[src/sv/kct_pkg.sv]
// shared types, constants and helpers for the knob accelerated cursor tracker
package kct_pkg;

   localparam int unsigned MODE_W     = 2;
   localparam int unsigned INDEX_W    = 3;
   localparam int unsigned ENC_W      = 2;
   localparam int unsigned COUNT_W    = 16;
   localparam int unsigned POS_W      = 9;
   localparam int unsigned PRESET_W   = 10;
   localparam int unsigned DIV_CNT_W  = $clog2(PRESET_W + 1);
   localparam int unsigned STEP_W     = 6;
   localparam int unsigned CSR_ADDR_W = 3;
   localparam int unsigned CSR_DATA_W = 32;

   localparam logic [MODE_W-1:0] MODE_SAMPLE = 2'd0;
   localparam logic [MODE_W-1:0] MODE_ATTACH = 2'd1;
   localparam logic [MODE_W-1:0] MODE_SWAP   = 2'd2;
   localparam logic [MODE_W-1:0] MODE_UNUSED = 2'd3;

   localparam logic REG_HORIZ_LIMIT = 1'b0;
   localparam logic REG_VERT_LIMIT  = 1'b1;

   localparam logic [POS_W-1:0] HORIZ_LIMIT_RESET = 9'd240;
   localparam logic [POS_W-1:0] VERT_LIMIT_RESET  = 9'd300;

   localparam logic [ENC_W-1:0] ENC_NONE = 2'd0;

   localparam logic [COUNT_W-1:0] THRESH_FINE   = 16'd10;
   localparam logic [COUNT_W-1:0] THRESH_MEDIUM = 16'd100;

   localparam logic signed [STEP_W-1:0] STEP_NONE   = 6'sd0;
   localparam logic signed [STEP_W-1:0] STEP_FINE   = 6'sd1;
   localparam logic signed [STEP_W-1:0] STEP_MEDIUM = 6'sd5;
   localparam logic signed [STEP_W-1:0] STEP_COARSE = 6'sd20;

   localparam logic [PRESET_W-1:0] PRESET_MAX = 10'd1023;

   localparam logic [POS_W-1:0] POS_UPPER_A = 9'd150;
   localparam logic [POS_W-1:0] POS_UPPER_B = 9'd110;
   localparam logic [POS_W-1:0] POS_SIDE_A  = 9'd110;
   localparam logic [POS_W-1:0] POS_SIDE_B  = 9'd90;
   localparam logic [POS_W-1:0] POS_SIDE_C  = 9'd100;

   typedef struct packed {
      logic [MODE_W-1:0]  mode;
      logic [INDEX_W-1:0] cursor_index;
      logic [INDEX_W-1:0] second_index;
      logic [ENC_W-1:0]   encoder_id;
      logic [COUNT_W-1:0] counter_value;
   } req_payload_type;

   typedef struct packed {
      logic [POS_W-1:0]    position;
      logic [POS_W-1:0]    pos_x;
      logic [POS_W-1:0]    pos_y;
      logic                attached;
      logic                preset_valid;
      logic [ENC_W-1:0]    preset_encoder;
      logic [PRESET_W-1:0] preset_value;
   } rsp_payload_type;

   typedef enum logic [3:0] {
      S_IDLE,
      S_SAMPLE_STEP,
      S_SAMPLE_MOVE,
      S_SWAP_LOOKUP,
      S_SWAP_PEER,
      S_ATTACH,
      S_DIVIDE,
      S_DETACH,
      S_REPORT
   } state_type;

   function automatic logic [POS_W-1:0] reset_position(int unsigned idx, int unsigned nv);
      int unsigned k;
      logic [POS_W-1:0] p;
      k = 0;
      if (idx < nv) begin
         p = (idx < 2) ? POS_UPPER_A : POS_UPPER_B;
      end else begin
         k = idx - nv;
         p = (k == 0) ? POS_SIDE_A : ((k == 1) ? POS_SIDE_B : POS_SIDE_C);
      end
      return p;
   endfunction

endpackage

[src/sv/kct_preset_div.sv]
// serial restoring divider forming the counter preset position*1024/limit
module kct_preset_div (
   input  logic                          clock,
   input  logic                          reset,
   input  logic                          start,
   input  logic [kct_pkg::POS_W-1:0]     pos,
   input  logic [kct_pkg::POS_W-1:0]     lim,
   output logic                          done,
   output logic [kct_pkg::PRESET_W-1:0]  quotient
);
   import kct_pkg::*;

   logic                 busy_ff, busy_in;
   logic                 done_ff, done_in;
   logic [DIV_CNT_W-1:0] count_ff, count_in;
   logic [POS_W-1:0]     rem_ff, rem_in;
   logic [POS_W-1:0]     lim_ff, lim_in;
   logic [PRESET_W-1:0]  quo_ff, quo_in;
   logic [POS_W:0]       rem_dbl;
   logic                 fits;

   always_comb begin
      rem_dbl  = {rem_ff, 1'b0};
      fits     = rem_dbl >= {1'b0, lim_ff};
      busy_in  = busy_ff;
      done_in  = 1'b0;
      count_in = count_ff;
      rem_in   = rem_ff;
      lim_in   = lim_ff;
      quo_in   = quo_ff;
      if (start) begin
         lim_in = lim;
         if (pos >= lim) begin
            quo_in  = PRESET_MAX;
            done_in = 1'b1;
         end else begin
            rem_in   = pos;
            quo_in   = '0;
            count_in = DIV_CNT_W'(PRESET_W);
            busy_in  = 1'b1;
         end
      end else if (busy_ff) begin
         rem_in   = fits ? POS_W'(rem_dbl - {1'b0, lim_ff}) : rem_dbl[POS_W-1:0];
         quo_in   = {quo_ff[PRESET_W-2:0], fits};
         count_in = count_ff - DIV_CNT_W'(1);
         if (count_ff == DIV_CNT_W'(1)) begin
            busy_in = 1'b0;
            done_in = 1'b1;
         end
      end
   end

   always_ff @(posedge clock) begin
      if (reset) begin
         busy_ff <= 1'b0;
         done_ff <= 1'b0;
      end else begin
         busy_ff <= busy_in;
         done_ff <= done_in;
      end
      count_ff <= count_in;
      rem_ff   <= rem_in;
      lim_ff   <= lim_in;
      quo_ff   <= quo_in;
   end

   assign done     = done_ff;
   assign quotient = quo_ff;

endmodule

[src/sv/knob_accelerated_cursor_tracker.sv]
// Cursor tracker for knob-driven screen cursors. One item is taken at a time: req_ready is
// high only while the sequencer is idle. An attach or swap that emits a preset waits on the
// ten-step restoring divider that forms position*1024/limit. All cursor state sits in one
// register file read through a single index register, one entry per cycle. A finished result
// waits in an output register, and the next item is accepted meanwhile. Limits are written
// over the APB port at byte addresses 0 and 4.
module knob_accelerated_cursor_tracker #(
   parameter int unsigned NUM_CURSORS  = 6,
   parameter int unsigned NUM_VERTICAL = 3
) (
   input  logic                               clock,
   input  logic                               reset,
   input  logic                               req_valid,
   output logic                               req_ready,
   input  kct_pkg::req_payload_type           req_data,
   output logic                               rsp_valid,
   input  logic                               rsp_ready,
   output kct_pkg::rsp_payload_type           rsp_data,
   input  logic                               csr_psel,
   input  logic                               csr_penable,
   input  logic                               csr_pwrite,
   input  logic [kct_pkg::CSR_ADDR_W-1:0]     csr_paddr,
   input  logic [kct_pkg::CSR_DATA_W-1:0]     csr_pwdata,
   output logic [kct_pkg::CSR_DATA_W-1:0]     csr_prdata,
   output logic                               csr_pready
);
   import kct_pkg::*;

   localparam int unsigned IDX_W = (NUM_CURSORS > 1) ? $clog2(NUM_CURSORS) : 1;

   state_type state_ff, state_in;

   logic [POS_W-1:0]   horiz_limit_ff, vert_limit_ff;
   logic [POS_W-1:0]   pos_ff  [NUM_CURSORS];
   logic [COUNT_W-1:0] last_ff [NUM_CURSORS];
   logic [ENC_W-1:0]   att_ff  [NUM_CURSORS];

   logic [IDX_W-1:0]          sel_ff, sel_in;
   logic [IDX_W-1:0]          c1_ff, c1_in;
   logic [IDX_W-1:0]          c2_ff, c2_in;
   logic [IDX_W-1:0]          det_ff, det_in;
   logic [IDX_W-1:0]          rep_ff, rep_in;
   logic                      has_det_ff, has_det_in;
   logic                      zero_ff, zero_in;
   logic [ENC_W-1:0]          enc_ff, enc_in;
   logic [COUNT_W-1:0]        cnt_ff, cnt_in;
   logic signed [STEP_W-1:0]  step_ff, step_in;
   logic                      pend_valid_ff, pend_valid_in;
   logic [ENC_W-1:0]          pend_enc_ff, pend_enc_in;
   logic [PRESET_W-1:0]       pend_val_ff, pend_val_in;
   logic                      rsp_valid_ff, rsp_valid_in;
   rsp_payload_type           rsp_data_ff, rsp_data_in;

   logic [POS_W-1:0]   rd_pos;
   logic [COUNT_W-1:0] rd_last;
   logic [ENC_W-1:0]   rd_att;
   logic               rd_vert;
   logic [POS_W-1:0]   rd_lim;

   logic               accept;
   logic               out_of_range;
   logic               rsp_free;
   logic               after_attach_det;

   logic [COUNT_W-1:0] diff;
   logic [COUNT_W-1:0] mag;
   logic signed [POS_W+1:0] pos_sum;
   logic [POS_W-1:0]   pos_clamped;

   logic               pos_wr, last_wr, att_wr;
   logic [POS_W-1:0]   pos_wr_val;
   logic [COUNT_W-1:0] last_wr_val;
   logic [ENC_W-1:0]   att_wr_val;

   logic               div_start, div_done;
   logic [PRESET_W-1:0] div_quo;

   logic               csr_write;

   kct_preset_div u_div (
      .clock    (clock),
      .reset    (reset),
      .start    (div_start),
      .pos      (rd_pos),
      .lim      (rd_lim),
      .done     (div_done),
      .quotient (div_quo)
   );

   // configuration port
   assign csr_pready = 1'b1;
   assign csr_write  = csr_psel & csr_penable & csr_pwrite & csr_pready;

   always_comb begin
      csr_prdata = '0;
      unique case (csr_paddr[2])
         REG_HORIZ_LIMIT: csr_prdata = CSR_DATA_W'(horiz_limit_ff);
         REG_VERT_LIMIT:  csr_prdata = CSR_DATA_W'(vert_limit_ff);
         default:         csr_prdata = '0;
      endcase
   end

   // single read port of the cursor register file
   always_comb begin
      rd_pos  = pos_ff[sel_ff];
      rd_last = last_ff[sel_ff];
      rd_att  = att_ff[sel_ff];
      rd_vert = (5'(sel_ff) < 5'(NUM_VERTICAL));
      rd_lim  = rd_vert ? vert_limit_ff : horiz_limit_ff;
      if (rd_lim == '0) begin
         rd_lim = POS_W'(1);
      end
   end

   assign req_ready    = (state_ff == S_IDLE);
   assign accept       = req_valid & req_ready;
   assign out_of_range = (5'(req_data.cursor_index) >= 5'(NUM_CURSORS)) ||
                         ((req_data.mode == MODE_SWAP) &&
                          (5'(req_data.second_index) >= 5'(NUM_CURSORS)));
   assign rsp_free     = ~rsp_valid_ff | rsp_ready;
   assign after_attach_det = has_det_ff;

   // sample arithmetic
   always_comb begin
      diff = cnt_ff - rd_last;
      mag  = diff[COUNT_W-1] ? (~diff + COUNT_W'(1)) : diff;
      pos_sum = $signed({2'b00, rd_pos}) + (POS_W+2)'(step_ff);
      if (pos_sum < 0) begin
         pos_clamped = '0;
      end else if (pos_sum >= $signed({2'b00, rd_lim})) begin
         pos_clamped = rd_lim - POS_W'(1);
      end else begin
         pos_clamped = pos_sum[POS_W-1:0];
      end
   end

   // next state
   always_comb begin
      state_in = state_ff;
      unique case (state_ff)
         S_IDLE: begin
            if (accept) begin
               if (out_of_range) begin
                  state_in = S_REPORT;
               end else begin
                  unique case (req_data.mode)
                     MODE_SAMPLE: state_in = S_SAMPLE_STEP;
                     MODE_ATTACH: state_in = S_ATTACH;
                     MODE_SWAP:   state_in = S_SWAP_LOOKUP;
                     MODE_UNUSED: state_in = S_REPORT;
                     default:     state_in = S_REPORT;
                  endcase
               end
            end
         end
         S_SAMPLE_STEP: state_in = (rd_att == ENC_NONE) ? S_REPORT : S_SAMPLE_MOVE;
         S_SAMPLE_MOVE: state_in = S_REPORT;
         S_SWAP_LOOKUP: state_in = (rd_att != ENC_NONE) ? S_ATTACH : S_SWAP_PEER;
         S_SWAP_PEER:   state_in = S_ATTACH;
         S_ATTACH: begin
            if (rd_att == enc_ff || enc_ff == ENC_NONE) begin
               state_in = after_attach_det ? S_DETACH : S_REPORT;
            end else begin
               state_in = S_DIVIDE;
            end
         end
         S_DIVIDE: begin
            if (div_done) begin
               state_in = after_attach_det ? S_DETACH : S_REPORT;
            end
         end
         S_DETACH: state_in = S_REPORT;
         S_REPORT: begin
            if (rsp_free) begin
               state_in = S_IDLE;
            end
         end
         default: state_in = S_IDLE;
      endcase
   end

   // datapath and register file control
   always_comb begin
      sel_in        = sel_ff;
      c1_in         = c1_ff;
      c2_in         = c2_ff;
      det_in        = det_ff;
      rep_in        = rep_ff;
      has_det_in    = has_det_ff;
      zero_in       = zero_ff;
      enc_in        = enc_ff;
      cnt_in        = cnt_ff;
      step_in       = step_ff;
      pend_valid_in = pend_valid_ff;
      pend_enc_in   = pend_enc_ff;
      pend_val_in   = pend_val_ff;
      rsp_valid_in  = rsp_valid_ff & ~rsp_ready;
      rsp_data_in   = rsp_data_ff;
      pos_wr        = 1'b0;
      last_wr       = 1'b0;
      att_wr        = 1'b0;
      pos_wr_val    = pos_clamped;
      last_wr_val   = cnt_ff;
      att_wr_val    = ENC_NONE;
      div_start     = 1'b0;
      unique case (state_ff)
         S_IDLE: begin
            if (accept) begin
               c1_in         = IDX_W'(req_data.cursor_index);
               c2_in         = IDX_W'(req_data.second_index);
               sel_in        = IDX_W'(req_data.cursor_index);
               rep_in        = IDX_W'(req_data.cursor_index);
               enc_in        = req_data.encoder_id;
               cnt_in        = req_data.counter_value;
               zero_in       = out_of_range;
               has_det_in    = 1'b0;
               pend_valid_in = 1'b0;
               pend_enc_in   = ENC_NONE;
               pend_val_in   = '0;
            end
         end
         S_SAMPLE_STEP: begin
            priority if (mag == '0) begin
               step_in = STEP_NONE;
            end else if (mag < THRESH_FINE) begin
               step_in = STEP_FINE;
            end else if (mag < THRESH_MEDIUM) begin
               step_in = STEP_MEDIUM;
            end else begin
               step_in = STEP_COARSE;
            end
            if (diff[COUNT_W-1]) begin
               step_in = -step_in;
            end
         end
         S_SAMPLE_MOVE: begin
            pos_wr  = 1'b1;
            last_wr = 1'b1;
         end
         S_SWAP_LOOKUP: begin
            has_det_in = 1'b1;
            sel_in     = c2_ff;
            if (rd_att != ENC_NONE) begin
               enc_in = rd_att;
               det_in = c1_ff;
               rep_in = c2_ff;
            end
         end
         S_SWAP_PEER: begin
            enc_in = rd_att;
            det_in = c2_ff;
            rep_in = c1_ff;
            sel_in = c1_ff;
         end
         S_ATTACH: begin
            if (rd_att == enc_ff || enc_ff == ENC_NONE) begin
               att_wr     = (rd_att != enc_ff);
               att_wr_val = ENC_NONE;
               sel_in     = after_attach_det ? det_ff : rep_ff;
            end else begin
               div_start = 1'b1;
            end
         end
         S_DIVIDE: begin
            if (div_done) begin
               att_wr        = 1'b1;
               att_wr_val    = enc_ff;
               last_wr       = 1'b1;
               last_wr_val   = COUNT_W'(div_quo);
               pend_valid_in = 1'b1;
               pend_enc_in   = enc_ff;
               pend_val_in   = div_quo;
               sel_in        = after_attach_det ? det_ff : rep_ff;
            end
         end
         S_DETACH: begin
            att_wr     = 1'b1;
            att_wr_val = ENC_NONE;
            sel_in     = rep_ff;
         end
         S_REPORT: begin
            if (rsp_free) begin
               rsp_valid_in = 1'b1;
               if (zero_ff) begin
                  rsp_data_in = '0;
               end else begin
                  rsp_data_in.position       = rd_pos;
                  rsp_data_in.pos_x          = rd_vert ? rd_pos : '0;
                  rsp_data_in.pos_y          = rd_vert ? '0 : rd_pos;
                  rsp_data_in.attached       = (rd_att != ENC_NONE);
                  rsp_data_in.preset_valid   = pend_valid_ff;
                  rsp_data_in.preset_encoder = pend_enc_ff;
                  rsp_data_in.preset_value   = pend_val_ff;
               end
            end
         end
         default: begin
         end
      endcase
   end

   always_ff @(posedge clock) begin
      if (reset) begin
         state_ff       <= S_IDLE;
         rsp_valid_ff   <= 1'b0;
         horiz_limit_ff <= HORIZ_LIMIT_RESET;
         vert_limit_ff  <= VERT_LIMIT_RESET;
         for (int i = 0; i < NUM_CURSORS; i++) begin
            pos_ff[i]  <= reset_position(i, NUM_VERTICAL);
            last_ff[i] <= '0;
            att_ff[i]  <= ENC_NONE;
         end
      end else begin
         state_ff     <= state_in;
         rsp_valid_ff <= rsp_valid_in;
         if (csr_write) begin
            unique case (csr_paddr[2])
               REG_HORIZ_LIMIT: horiz_limit_ff <= csr_pwdata[POS_W-1:0];
               REG_VERT_LIMIT:  vert_limit_ff  <= csr_pwdata[POS_W-1:0];
               default: begin
               end
            endcase
         end
         if (pos_wr) begin
            pos_ff[sel_ff] <= pos_wr_val;
         end
         if (last_wr) begin
            last_ff[sel_ff] <= last_wr_val;
         end
         if (att_wr) begin
            att_ff[sel_ff] <= att_wr_val;
         end
      end
      sel_ff        <= sel_in;
      c1_ff         <= c1_in;
      c2_ff         <= c2_in;
      det_ff        <= det_in;
      rep_ff        <= rep_in;
      has_det_ff    <= has_det_in;
      zero_ff       <= zero_in;
      enc_ff        <= enc_in;
      cnt_ff        <= cnt_in;
      step_ff       <= step_in;
      pend_valid_ff <= pend_valid_in;
      pend_enc_ff   <= pend_enc_in;
      pend_val_ff   <= pend_val_in;
      rsp_data_ff   <= rsp_data_in;
   end

   assign rsp_valid = rsp_valid_ff;
   assign rsp_data  = rsp_data_ff;

endmodule

[config.mk]
export PLATFORM = sky130hd
export DESIGN_NAME = knob_accelerated_cursor_tracker
export DESIGN_NICKNAME = d
export VERILOG_FILES = /design/src/sv/kct_pkg.sv /design/src/sv/kct_preset_div.sv /design/src/sv/knob_accelerated_cursor_tracker.sv
export SDC_FILE = /design/constraint.sdc
export NUM_CORES = 1
export LEC_CHECK = 0
export ABC_AREA = 1
export BUFFER_PORTS_ARGS = -buffer_cell sky130_fd_sc_hd__buf_4
export CAP_MARGIN = 30
export CELL_PAD_IN_SITES_DETAIL_PLACEMENT = 0
export CELL_PAD_IN_SITES_GLOBAL_PLACEMENT = 1
export CORE_MARGIN = 4
export CORE_UTILIZATION = 43
export CTS_BUF_LIST = sky130_fd_sc_hd__clkbuf_4 sky130_fd_sc_hd__clkbuf_8 sky130_fd_sc_hd__clkbuf_16
export CTS_CLUSTER_SIZE = 40
export DETAILED_ROUTE_END_ITERATION = 10
export GPL_ROUTABILITY_DRIVEN = 1
export PLACE_DENSITY_LB_ADDON = 0.1
export SKIP_LAST_GASP = 1
export SYNTH_ARGS = -nofsm -noshare
export SYNTH_HDL_FRONTEND = slang
export SYNTH_SLANG_ARGS = --single-unit
[constraint.sdc]
create_clock -name clock -period 4.42 [get_ports clock]
set_input_delay 0.884 -clock clock [delete_from_list [all_inputs] [get_ports clock]]
set_output_delay 0.884 -clock clock [all_outputs]
set_load 0.005 [all_outputs]
## Yosys cells after proc, flatten, opt, wreduce, memory -nomap -nowiden

Memory sizes are Yosys's and may differ from the RTL's. A register that Yosys moved wholly into a read port is not among the register bits.
Cells that the tools add are included.

- Shift operators: 0
- Bitwise operators: 10
- Divide/modulo/power cells: 0
- Equal/unequal tests: 20
- Multipliers: 0
- Add/subtract/negate cells: 7
- $lt $le $gt $ge: 9
- Reduce and logical (&&, ||, !) cells: 33
- Mux-type cells: 101

Operators by type and width:

| cell | count |
|---|---|
| $mux 9 | 13 |
| $mux 16 | 4 |
| $pmux 32 s2 | 1 |
| $mux 10 | 5 |
| $mux 4 | 10 |
| $mux 3 | 12 |
| $mux 1 | 32 |
| $pmux 4 s8 | 1 |
| $pmux 10 s2 | 1 |
| $pmux 3 s6 | 1 |
| $add 16x1->16 const B | 1 |
| $eq 4x3->1 const B | 4 |
| $logic_not 16->1 | 1 |
| $lt 16x4->1 const B | 1 |
| $lt 16x7->1 const B | 1 |
| $not 16->16 | 1 |
| $pmux 4 s4 | 1 |
| $reduce_or 16->1 | 1 |
| $sub 16x16->16 | 1 |
| $mux 5 | 3 |
| $mux 2 | 7 |
| $reduce_and 2->1 | 7 |
| $mux 6 | 2 |
| $add 10x6->11 | 1 |
| 40 further kinds | 68 |

- Register bits after elaboration: 152
- Memories: 3
- Bits in read-only memories: 0
- Input port bits: 68
- RAM bits: 162
- Bits in latches: 0
- Word-level logic and storage cells: 213

Memories:

| memory | depth | bits a word | rd ports | clocked after Yosys merged registers in | write ports | RTL line | text |
|---|---|---|---|---|---|---|---|
| last_ff | 6 | 16 | 1 | 1 | 6 | knob_accelerated_cursor_tracker.sv:35 | `logic [COUNT_W-1:0] last_ff [NUM_CURSORS];` |
| pos_ff | 6 | 9 | 1 | 1 | 6 | knob_accelerated_cursor_tracker.sv:34 | `logic [POS_W-1:0] pos_ff [NUM_CURSORS];` |
| att_ff | 6 | 2 | 1 | 1 | 6 | knob_accelerated_cursor_tracker.sv:36 | `logic [ENC_W-1:0] att_ff [NUM_CURSORS];` |

## Longest topological paths before layout

Gate-level depths: netlist (run 1).

- Depth after elaboration: 11
- Mapped depth: 33
- Depth with buffers taken out: 30

## Hierarchy

From an unflattened synthesis (run 1), not the netlist that was laid out.

- Cell total of the unflattened synthesis: 2184
- Area total of the unflattened synthesis: 19765.2 µm²

By module, submodules not included:

| module | cells an instance | times used | area each (µm²) |
|---|---|---|---|
| knob_accelerated_cursor_tracker | 1901 | 1 | 17438.0 |
| kct_preset_div | 283 | 1 | 2327.2 |

## Worst setup path before layout (run 1)

Ideal clock, no wire load.

- Kind: register to register
- Start: register (tool-made name)
- End: register step_ff[4] (data pin)
- Setup time: 0.252 ns
- Stages on the path, launching flop included: 34
- Path buffers: 4
- Period minus slack after synthesis: 4.251 ns
- Setup slack: 0.169 ns
- Arrival time: 3.999 ns
- Cell sequence: dfxtp_1 buf_6 buf_6 clkbuf_1 buf_1 nor2_1 o22ai_1 nor2_1 a31oi_1 ha_1 inv_1 fa_1 inv_1 ha_1 inv_1 nor2_1 nand3_1 nor2_1 nand2_1 nor2_1 nand2_1 nand2_1 nand2_1 nand2_1 nand2_1 inv_1 nand2_1 nor2_4 nand3_2 ha_1 nor2_1 inv_1 nand2_1 nand2_1

RTL lines:

| element | RTL line | text |
|---|---|---|
| end signal: assignment | knob_accelerated_cursor_tracker.sv:343 | `step_ff <= step_in;` |
| end: declaration | knob_accelerated_cursor_tracker.sv:47 | `logic signed [STEP_W-1:0] step_ff, step_in;` |

==> results of run 1 <==
[critical path: cells and delay by family, from the launching register on]
kind / cells / cell delay (ps)
AO/OA/AOI/OAI: 4 / 550
XOR/XNOR: 1 / 200
adder cells (fa/ha/maj): 2 / 710
buffers and inverters: 4 / 560
flip-flops: 1 / 470
AND/OR/NAND/NOR: 13 / 1390
[power by group through the flow]
stage / registers, uW / clock network (uW) / logic (uW)
final: 4510 / 3540 / 10700
after global routing: 4540 / 3770 / 12000
after CTS: 4500 / 3620 / 10200
after detailed placement: 4570 / 0 / 10200
after global placement: 4570 / 0 / 10100
after floorplan: 4510 / 0 / 6410
[what timing repair did]
| action | 4_1_cts | 5_1_grt |
|---|---|---|
| gates cloned | 0 | 4 |
| gates resized for setup | 2 | 54 |
| setup endpoints to repair | 14 | 74 |
| pin swaps | 0 | 11 |
| setup buffers | 0 | 4 |
[per-layer routing]
| layer | share of wire (%) | track usage, % | wire length (microns) |
|---|---|---|---|
| met3 | 4.4 | 3.46 | 2300 |
| met2 | 48 | 36.5 | 25100 |
| met5 | 0 | 0 | 0 |
| met1 | 44 | 28.3 | 23000 |
| met4 | 2.7 | 6.40 | 1410 |
[registers in the layout, summed over array words and instances (netlist names), 2 cells and up, named ones only]
register / cells
rep_ff: 3
u_div.lim_ff: 9
att_ff: 16
horiz_limit_ff: 9
vert_limit_ff: 9
c2_ff: 3
rsp_data: 41
pend_enc_ff: 2
det_ff: 3
cnt_ff: 16
state_ff: 4
c1_ff: 3
pos_ff: 72
last_ff: 128
enc_ff: 2
u_div.rem_ff: 9
u_div.count_ff: 4
sel_ff: 3
u_div.quotient: 10
step_ff: 6
pend_val_ff: 10
[through the flow]
stage	util [%]	TNS, ps	instances	setup WS, ps	hold WS, ps
2_1_floorplan	-	0	2085	169	445
3_3_place_gp	48.2	0	2807	34.7	457
3_5_place_dp	48.3	-86.5	2809	-16.8	469
4_1_cts	51.4	0	2885	22.8	451
5_1_grt	52.1	-198	2894	-24.3	460
6_report	52.1	0	2894	229	477
[cells in the mapped netlist (all sizes together)]
master	instances
a32oi	1
a31o	1
edfxtp	343
nand4	16
nor3b	1
o21a	1
a21oi	59
a21o	2
ha	57
nor2	381
a221oi	2
o211ai	15
o21ai	215
xor2	19
or2	7
o221ai	15
fa	3
and2	2
clkinv	3
a31oi	4
nand3b	5
dfxtp	28
o21bai	5
buf	45
o22ai	35
nand2	384
a22oi	1
inv	241
xnor2	6
nand3	95
a41oi	1
nor3	15
a211oi	2
conb	2
clkbuf	51
[worst max path at each step]
stage	depth (start not counted)	start	endpoint
after floorplan	33	flip-flop	step_ff[4]
after global placement	24	flip-flop	pos_ff[5][2]
after detailed placement	24	flip-flop	pos_ff[7][2]
after CTS	24	flip-flop	pos_ff[6][2]
after global routing	23	flip-flop	pos_ff[5][3]
final	24	flip-flop	pos_ff[6][2]
[cell type report]
class | count | share of cell area, %
Tap cell | 592 | 3.22
Timing Repair inverter | 1 | 0.0381
Timing Repair Buffer | 235 | 8.44
Sequential cell | 371 | 47.3
Inverter | 244 | 4.05
Multi-Input combinational cell | 1375 | 30.9
Clock inverter | 26 | 1.19
Clock buffer | 50 | 4.86
[kinds of logic after synthesis]
| family | Yosys count |
|---|---|
| XOR/XNOR | 25 |
| AND/OR/NAND/NOR | 906 |
| other | 2 |
| AO/OA/AOI/OAI | 359 |
| buffers and inverters | 340 |
| flip-flops | 371 |
| adder cells (fa/ha/maj) | 60 |
==> impl_metrics.toml, run 1 <==
[synth]
ys_warn_count = 0
synthAdderAreaFrac_pct = 4.04
synth_compound_area_share_pct = 10.7
synth-simple-area-share_pct = 19.8
synth_area_leaders = "edfxtp_1 54%, nor2_1 7.2%, nand2_1 7.2%"
netlist-cell-type-count = 54
synth_mux_area_share_pct = 0
avgSynthCellArea_sq_um = 9.29
syn_inst = 2063
ys_seq_area_share_pct = 56.7
synth_top_area_cell = "edfxtp_1"
synth_seq_cells = 371
synth_top_family_by_area = "simple AND/OR/NAND/NOR gates"
synth_xor_xnor_area_share_pct = 1.14
synth_top_area_share_pct = 53.8
synth.cell_area_sq_um = 19200

[setup_path]
worst_ep_arrival_time_ps = 4490
max_stage_delay_ps = 470
crit_path_end_kind = "flip-flop"
crit_top_cell = "nand2_1"
reg2reg_depth = 24
path_class = "flip-flop to flip-flop"
regToRegEndpoint = "pos_ff[6][2]"
start_kind = "flip-flop"
ff2ff_setup_slack_ps = 230
cp_max_fo = 13
cp_cell_sequence = "clkinv_8, buf_6, nor2_1, o22ai_1, inv_1, o21ai_0, buf_4, fa_1, nand3_1, nand2_1, a21oi_2, xor2_1, ha_1, nand2_1, nor3_1, a211oi_1, nand2_1, nand3_1, nand2_1, nand2_2, nand2_4, or2_2, nand3_4, nand2_1"
slowest_stage = "dfxtp_4"
required_ps = 4720

[placement]
globalplace.congestion = 0.826
dp_hpwl_mm = 36.8
io_buffers = 94
dpl-instance-area_sq_um = 21300

[pwr]
p_leak_uw = 0.00963
power_frac_clock_pct = 18.9
seq_power_share_pct = 24.1
vdd_ir_drop_max_uv = 500
sw_frac_of_total_pct = 43.1
power.density_nw_per_um2 = 814
p_sw_uw = 8070
p_int_uw = 10600
power.total_uw = 18700
combPwrFrac_pct = 57.0

[min_path]
hold_path.class = "flip-flop to flip-flop"
whs_endpoint = "vert_limit_ff[4]"
min-delay-start = "vert_limit_ff[4]"
hold_depth = 2

[timing]
rsz0062_at_grt = "yes"
hold_viol_final = 0
finalSetupViolCount = 0
maxSlewViolCount = 0
tightest_slew_ps = 922
clock_skew_ps = 18.8
period_needed_ps = 4190
period_share_pct = 94.8
fmax_ghz = 0.239
relSlewSlack_pct = 38.4

[cts]
clk_pin_slew_ps = 60
clkLatencyLatePin_ps = 580
holdBufCountCts = 0
cts_tree = "built"
cts_inserted_buffers = 42
cts.path.max_buffers = 3
cts_sinks = 371
cts_root_buf = "clkbuf_16"
h-tree-depth = 2

[cells_and_area]
final_cell_mix = "365 x nand2_1, 356 x nor2_1, 343 x edfxtp_1, 221 x inv_1, 220 x buf_4"
seq_area_sq_um = 10900
n_antenna_cell = 0
nNetsFinal = 2398
fill_cells = 4214
multiInputGateArea_sq_um = 7100
drive_above_1_share_pct = 18.1
layout_commonest_cell = "nand2_1"
syn_to_final_growth_pct = 19.9
finalInstanceArea_sq_um = 23000

[drt]
dr_total_vias = 14704
viasPerCell = 5.08
totalWireLength_mm = 51.9
wl_per_cell_microns = 17.9
ant_nets = 0
route.detailed.drc = 0
firstDrtPassIters = 5
drt_iter0_drc = 928

[global_routing]
grtUsageTotal_pct = 21.4
grt_overflow = 0
grt_pass1_vias = 14484
grt_pass1_wl_mm = 79.7
grt_antenna_before_repair = 0
grt_start_max_net_pins = 51

[floorplan]
num_rows = 77
start_util_pct = 43.4
die_area_sq_um = 48000
die_h_microns = 219
die_w_microns = 219
num_io_pins = 144
core_sq_um = 44100

[job]
maxCapViolCount = 0

[run_status]
outcome = "completed"
(Power assumes the default switching activity.)
==> run 2: changes to the inputs <==
ABC_AREA = default   (was 1)
CORE_UTILIZATION = 45   (was 43)
==> run 2 against run 1 <==
Against the previous run:
- the run now ends with negative setup slack left
- critical endpoint is now step_ff[2]
- synthesized area down 1.9%
- first-iteration DRC count shrank 16%
- critical path type unchanged
- largest power group unchanged
- largest cell class unchanged
- worst setup slack lost 510 ps
==> impl_metrics.toml, run 2 <==
[timing]
maxSlewViolCount = 0
relSlewSlack_pct = 31.4
fmax_ghz = 0.212
finalSetupViolCount = 75
period_share_pct = 106
hold_viol_final = 0
rsz0062_at_grt = "yes"
layout_setup_ws_ps = -286
clock_skew_ps = 21.0
period_needed_ps = 4710
tightest_slew_ps = 1020

[cts]
cts_inserted_buffers = 41
h-tree-depth = 2
holdBufCountCts = 0
cts_root_buf = "clkbuf_16"
cts_sinks = 371
clk_pin_slew_ps = 60
cts.path.max_buffers = 3
clkLatencyLatePin_ps = 550
cts_tree = "built"

[setup_path]
path_class = "flip-flop to flip-flop"
reg2reg_depth = 21
worst_ep_arrival_time_ps = 4990
crit_path_end_kind = "flip-flop"
start_kind = "flip-flop"
cp_max_fo = 3
ff2ff_setup_slack_ps = -290
regToRegEndpoint = "step_ff[2]"
required_ps = 4710
endpoint = "step_ff[2]"

[cells_and_area]
largest_reg_flops = 128
seq_area_sq_um = 10900
top_register = "last_ff"
final_cell_mix = "343 x edfxtp_1, 312 x buf_4, 170 x nor2_1, 104 x nand2_1, 84 x inv_1"
multiInputGateArea_sq_um = 8200
layout_commonest_cell = "edfxtp_1"
syn_to_final_growth_pct = 29.3
fill_cells = 3361
drive_above_1_share_pct = 35.4
nNetsFinal = 1974

[drt]
drt_iter0_drc = 781
route.detailed.drc = 0
ant_nets = 0
firstDrtPassIters = 5
totalWireLength_mm = 49.7
viasPerCell = 5.50
dr_total_vias = 13261
wl_per_cell_microns = 20.6

[min_path]
hold_depth = 2
hold_path.class = "flip-flop to flip-flop"

[placement]
globalplace.congestion = 0.843
io_buffers = 94
dp_hpwl_mm = 35.1
dp_slack_ps = -443

[pwr]
p_int_uw = 11000
power_frac_clock_pct = 19.3
seq_power_share_pct = 25.0
vdd_ir_drop_max_uv = 463
sw_frac_of_total_pct = 36.6
p_leak_uw = 0.00939
power.total_uw = 17400
power.density_nw_per_um2 = 717
p_sw_uw = 6380
combPwrFrac_pct = 55.7

[synth]
synth_ff_type = "edfxtp_1"
async_flop_share_pct = 0
synth.cell_area_sq_um = 18800
ys_seq_area_share_pct = 57.8
synth_xor_xnor_area_share_pct = 1.57
synth_area_leaders = "edfxtp_1 55%, mux4_2 6.5%, ha_1 3.8%"
syn_inst = 1520
ys_warn_count = 0
synth_top_area_share_pct = 54.8
synth_top_family_by_area = "simple AND/OR/NAND/NOR gates"
netlist-cell-type-count = 87
synth_most_common_cell = "edfxtp_1"
synth_top_area_cell = "edfxtp_1"
synth-edff-count = 343
synth_compound_area_share_pct = 8.94
synth_seq_cells = 371
synth_mux_area_share_pct = 10.6
avgSynthCellArea_sq_um = 12.4
synthAdderAreaFrac_pct = 4.11
synth-simple-area-share_pct = 12.8
ys_top_cells_by_count = "343 x edfxtp_1, 186 x nor2_1, 108 x nand2_1, 89 x inv_1, 58 x a21oi_1"

[global_routing]
grt_antenna_before_repair = 2
grt_pass1_wl_mm = 76.0
grt_overflow = 0
grtUsageTotal_pct = 21.9
grt_pass1_vias = 13208
grt_start_max_net_pins = 52

[floorplan]
die_w_microns = 212
die_area_sq_um = 45100
num_io_pins = 144
die_h_microns = 212
core_sq_um = 41000
start_util_pct = 45.8
num_rows = 74

[run_status]
violations = "negative setup slack"
outcome = "complete, but fails checks"

[job]
maxCapViolCount = 0
## run 2: changes by cell type after synthesis, moves of 53 or more
cell	previous run	this run
nand2_1	367	108
nor2_1	370	186
o21ai_0	200	42
inv_1	222	89
nand3_1	87	14
mux4_2	0	54
mux2i_1	0	53
## run 2: worst min-delay path by stage
stage / end / slack [ps] / startpoint
floorplan: u_div.done / 450 / u_div.busy_ff
global placement: vert_limit_ff[4] / 460 / vert_limit_ff[4]
detailed placement: vert_limit_ff[4] / 470 / vert_limit_ff[4]
CTS: vert_limit_ff[4] / 470 / vert_limit_ff[4]
global route: cnt_ff[4] / 480 / req_data[4]
finish: vert_limit_ff[7] / 470 / vert_limit_ff[7]
## run 2: layout make-up
cell class	instances	share of cell area, %
Clock buffer	50	4.50
Clock inverter	24	0.885
Multi-Input combinational cell	993	33.7
Inverter	90	1.41
Timing Repair Buffer	349	12.0
Tap cell	532	2.74
Sequential cell	371	44.7
Antenna cell	1	0.0103
## run 2: power groups by stage
stage,clock network [uW],logic (uW),registers [uW]
5_1_grt,3590,10400,4380
4_1_cts,3430,8850,4350
6_report,3360,9710,4350
2_1_floorplan,0,4530,4320
3_3_place_gp,0,7520,4420
3_5_place_dp,0,7610,4430
## run 2: kinds of logic (layout without fill, tap and decap cells)
logic type               after synthesis  count (layout)
AND/OR/NAND/NOR                      506             506
flip-flops                           371             371
AO/OA/AOI/OAI                        243             243
buffers and inverters                178             513
multiplexers                         128             128
adder cells (fa/ha/maj)               60              60
XOR/XNOR                              32              32
other                                  2              25
## run 2: worst max-delay path, cell delays in order (launching register included)
cell and delay [ps]:
dfxtp_4 380, buf_6 100, buf_4 100, mux4_2 520, mux2_4 300, ha_4 160
inv_2 50, fa_2 220, buf_6 100, a21o_4 130, a221oi_4 60, buf_4 140
o31a_1 230, o221a_2 280, buf_6 130, and2b_2 200, a211oi_2 60, a2111o_1 420
or2_1 260, nor2_1 120, ha_2 270, o22a_1 190
## run 2: through the flow
step                area (sq um)  util [%]  setup TNS, ps  hold WS (ps)  std cells
global placement           21700      52.8         -14080           458       2287
floorplan                  19200         -          -2060           445       1542
global route               24300      59.3         -23080           482       2409
detailed placement         21700      52.9         -17630           467       2289
CTS                        23800      58.0         -12040           474       2392
finish                     24300      59.3         -11570           472       2410
## run 2: layer usage
layer,GRT usage [%],wire (microns)
met5,0,0
met3,3.79,2830
met4,4.49,823
met1,31.7,22600
met2,35.4,23500
## run 2: timing repair
action / CTS / global route
buffers inserted: 32 / 20
endpoints found under the setup margin: 78 / 101
cloned: 1 / 0
pin swaps: 47 / 45
resized for setup: 131 / 78
==> run 3: changes to the inputs <==
CORE_UTILIZATION = 25   (was 45)
==> run 3 against run 2 <==
Against the previous run:
- the flow still finishes with violations (negative setup slack)
- power decreased by 4.0%
- first-iteration DRC count decreased by 7.2%
- critical path depth decreased by 1
- utilization decreased by 26 points
- die area increased by 77%
- clock power increased by 9.5%
==> impl_metrics.toml, run 3 (same netlist as run 2, synthesis figures left out) <==
[drt]
ant_nets = 0
firstDrtPassIters = 5
wl_per_cell_microns = 19.8
route.detailed.drc = 0
dr_total_vias = 12903
totalWireLength_mm = 56.5
viasPerCell = 4.52
drt_iter0_drc = 725

[timing]
maxSlewViolCount = 0
period_needed_ps = 4770
fmax_ghz = 0.209
period_share_pct = 108
hold_slack_ps = 472
tightest_slew_ps = 996
rsz0062_at_grt = "yes"
clock_skew_ps = 31.9
finalSetupViolCount = 92
relSlewSlack_pct = 33.6
hold_viol_final = 0
layout_setup_ws_ps = -354

[pwr]
p_leak_uw = 0.00937
vdd_ir_drop_max_uv = 398
power.density_nw_per_um2 = 683

[run_status]
outcome = "complete, but fails checks"
violations = "negative setup slack"

[placement]
place_inst = 2751
dp_hpwl_mm = 41.4
io_buffers = 94
globalplace.congestion = 0.750

[cells_and_area]
top_register = "last_ff"
final_cell_mix = "343 x edfxtp_1, 324 x buf_4, 178 x nor2_1, 106 x nand2_1, 87 x inv_1"
layout_commonest_cell = "edfxtp_1"
layout.cells.non_filler = 2852
largest_reg_flops = 128
syn_to_final_growth_pct = 30.3
drive_above_1_share_pct = 32.5
fill_cells = 7434
nNetsFinal = 1974

[cts]
clk_pin_slew_ps = 60
cts_root_buf = "clkbuf_16"
cts_inserted_buffers = 45
cts_sinks = 371
h-tree-depth = 2
holdBufCountCts = 0
cts.path.max_buffers = 3
clkLatencyLatePin_ps = 590
cts_tree = "built"

[setup_path]
cp_cell_sequence = "buf_12, buf_4, mux4_2, mux2_4, ha_4, inv_2, fa_2, buf_4, a21o_4, a221oi_4, o211ai_1, a311oi_2, nand2_1, nor3_2, a211oi_2, a2111o_1, or2_1, nor2_1, ha_1, o22a_1"
start_kind = "flip-flop"
crit_path_end_kind = "flip-flop"
critPathTopFamily = "compound AO/OA/AOI/OAI gates"
worst_ep_arrival_time_ps = 5090
path_buf_inv = 4
cp_max_fo = 4
crit_top_cell = "buf_4"
required_ps = 4740
path_class = "flip-flop to flip-flop"
max_stage_delay_ps = 430
slowest_stage = "a2111o_1"

[min_path]
hold_path.class = "flip-flop to flip-flop"

[floorplan]
start_util_pct = 25.2
num_io_pins = 144
die_area_sq_um = 79600
die_h_microns = 282
num_rows = 100
die_w_microns = 282
core_sq_um = 74400

[global_routing]
grtUsageTotal_pct = 14.2
grt_antenna_before_repair = 1
grt_overflow = 0
grt_pass1_vias = 13473
grt_start_max_net_pins = 52
grt_pass1_wl_mm = 85.0

[job]
maxCapViolCount = 0
[run 3: metal layers]
| layer | part of all wire (%) | up-vias | GRT usage (%) |
|---|---|---|---|
| met5 | 0 | - | 0 |
| met4 | 1.8 | 0 | 3.34 |
| met3 | 3.6 | 67 | 1.93 |
| met2 | 47 | 196 | 23.4 |
| met1 | 48 | 6396 | 19.8 |
| li1 | - | 6244 | - |
[run 3: path summary, 6_finish.rpt]
kind	start	end	slack (ps)	cells past startpoint
min reg2reg	vert_limit_ff[7]	vert_limit_ff[7]	470	2
min	vert_limit_ff[7]	vert_limit_ff[7]	470	2
max	flip-flop	step_ff[2]	-350	20
max reg2reg	flip-flop	step_ff[2]	-350	20
[run 3: power by group]
part	internal (uW)	switching, uW
combinational	4300	4410
clock	2170	1510
sequential	4180	164
[run 3: repair_timing]
item                       in CTS  in global routing
buffers inserted               10                  6
setup endpoints to repair     101                102
cloned                          2                  0
gates resized for setup        50                 25
pin swaps                      21                 16
[run 3: cell type report]
type / count / area (sq um) / area share [%]
multi-input combinational: 993 / 7760 / 31.7
clock inverter: 28 / 275 / 1.12
clock buffer: 54 / 1190 / 4.87
tap: 969 / 1210 / 4.95
sequential: 371 / 10900 / 44.4
timing repair buffer: 345 / 2840 / 11.6
inverter: 90 / 338 / 1.38
antenna: 2 / 5.00 / 0.0204
[run 3: metrics by stage]
step                total power, uW  util [%]  TNS, ps  instance area [sq um]  setup WS [ps]
floorplan                      8850         -    -2060                  19200           -131
global placement              12400      30.1   -34350                  22400           -611
detailed placement            12500      30.2   -33930                  22500           -553
CTS                           16800      32.7   -22030                  24300           -405
global route                  17800      32.9   -37490                  24500           -609
finish                        16700      32.9   -13690                  24500           -354
[run 3: worst register-to-register path, stage by stage, from the launching register on]
cell	delay, ps
dfxtp_4	360
buf_12	140
buf_4	140
mux4_2	320
mux2_4	180
ha_4	130
inv_2	40
fa_2	390
buf_4	150
a21o_4	230
a221oi_4	280
o211ai_1	190
a311oi_2	270
nand2_1	150
nor3_2	220
a211oi_2	90
a2111o_1	430
or2_1	260
nor2_1	100
ha_1	230
o22a_1	200
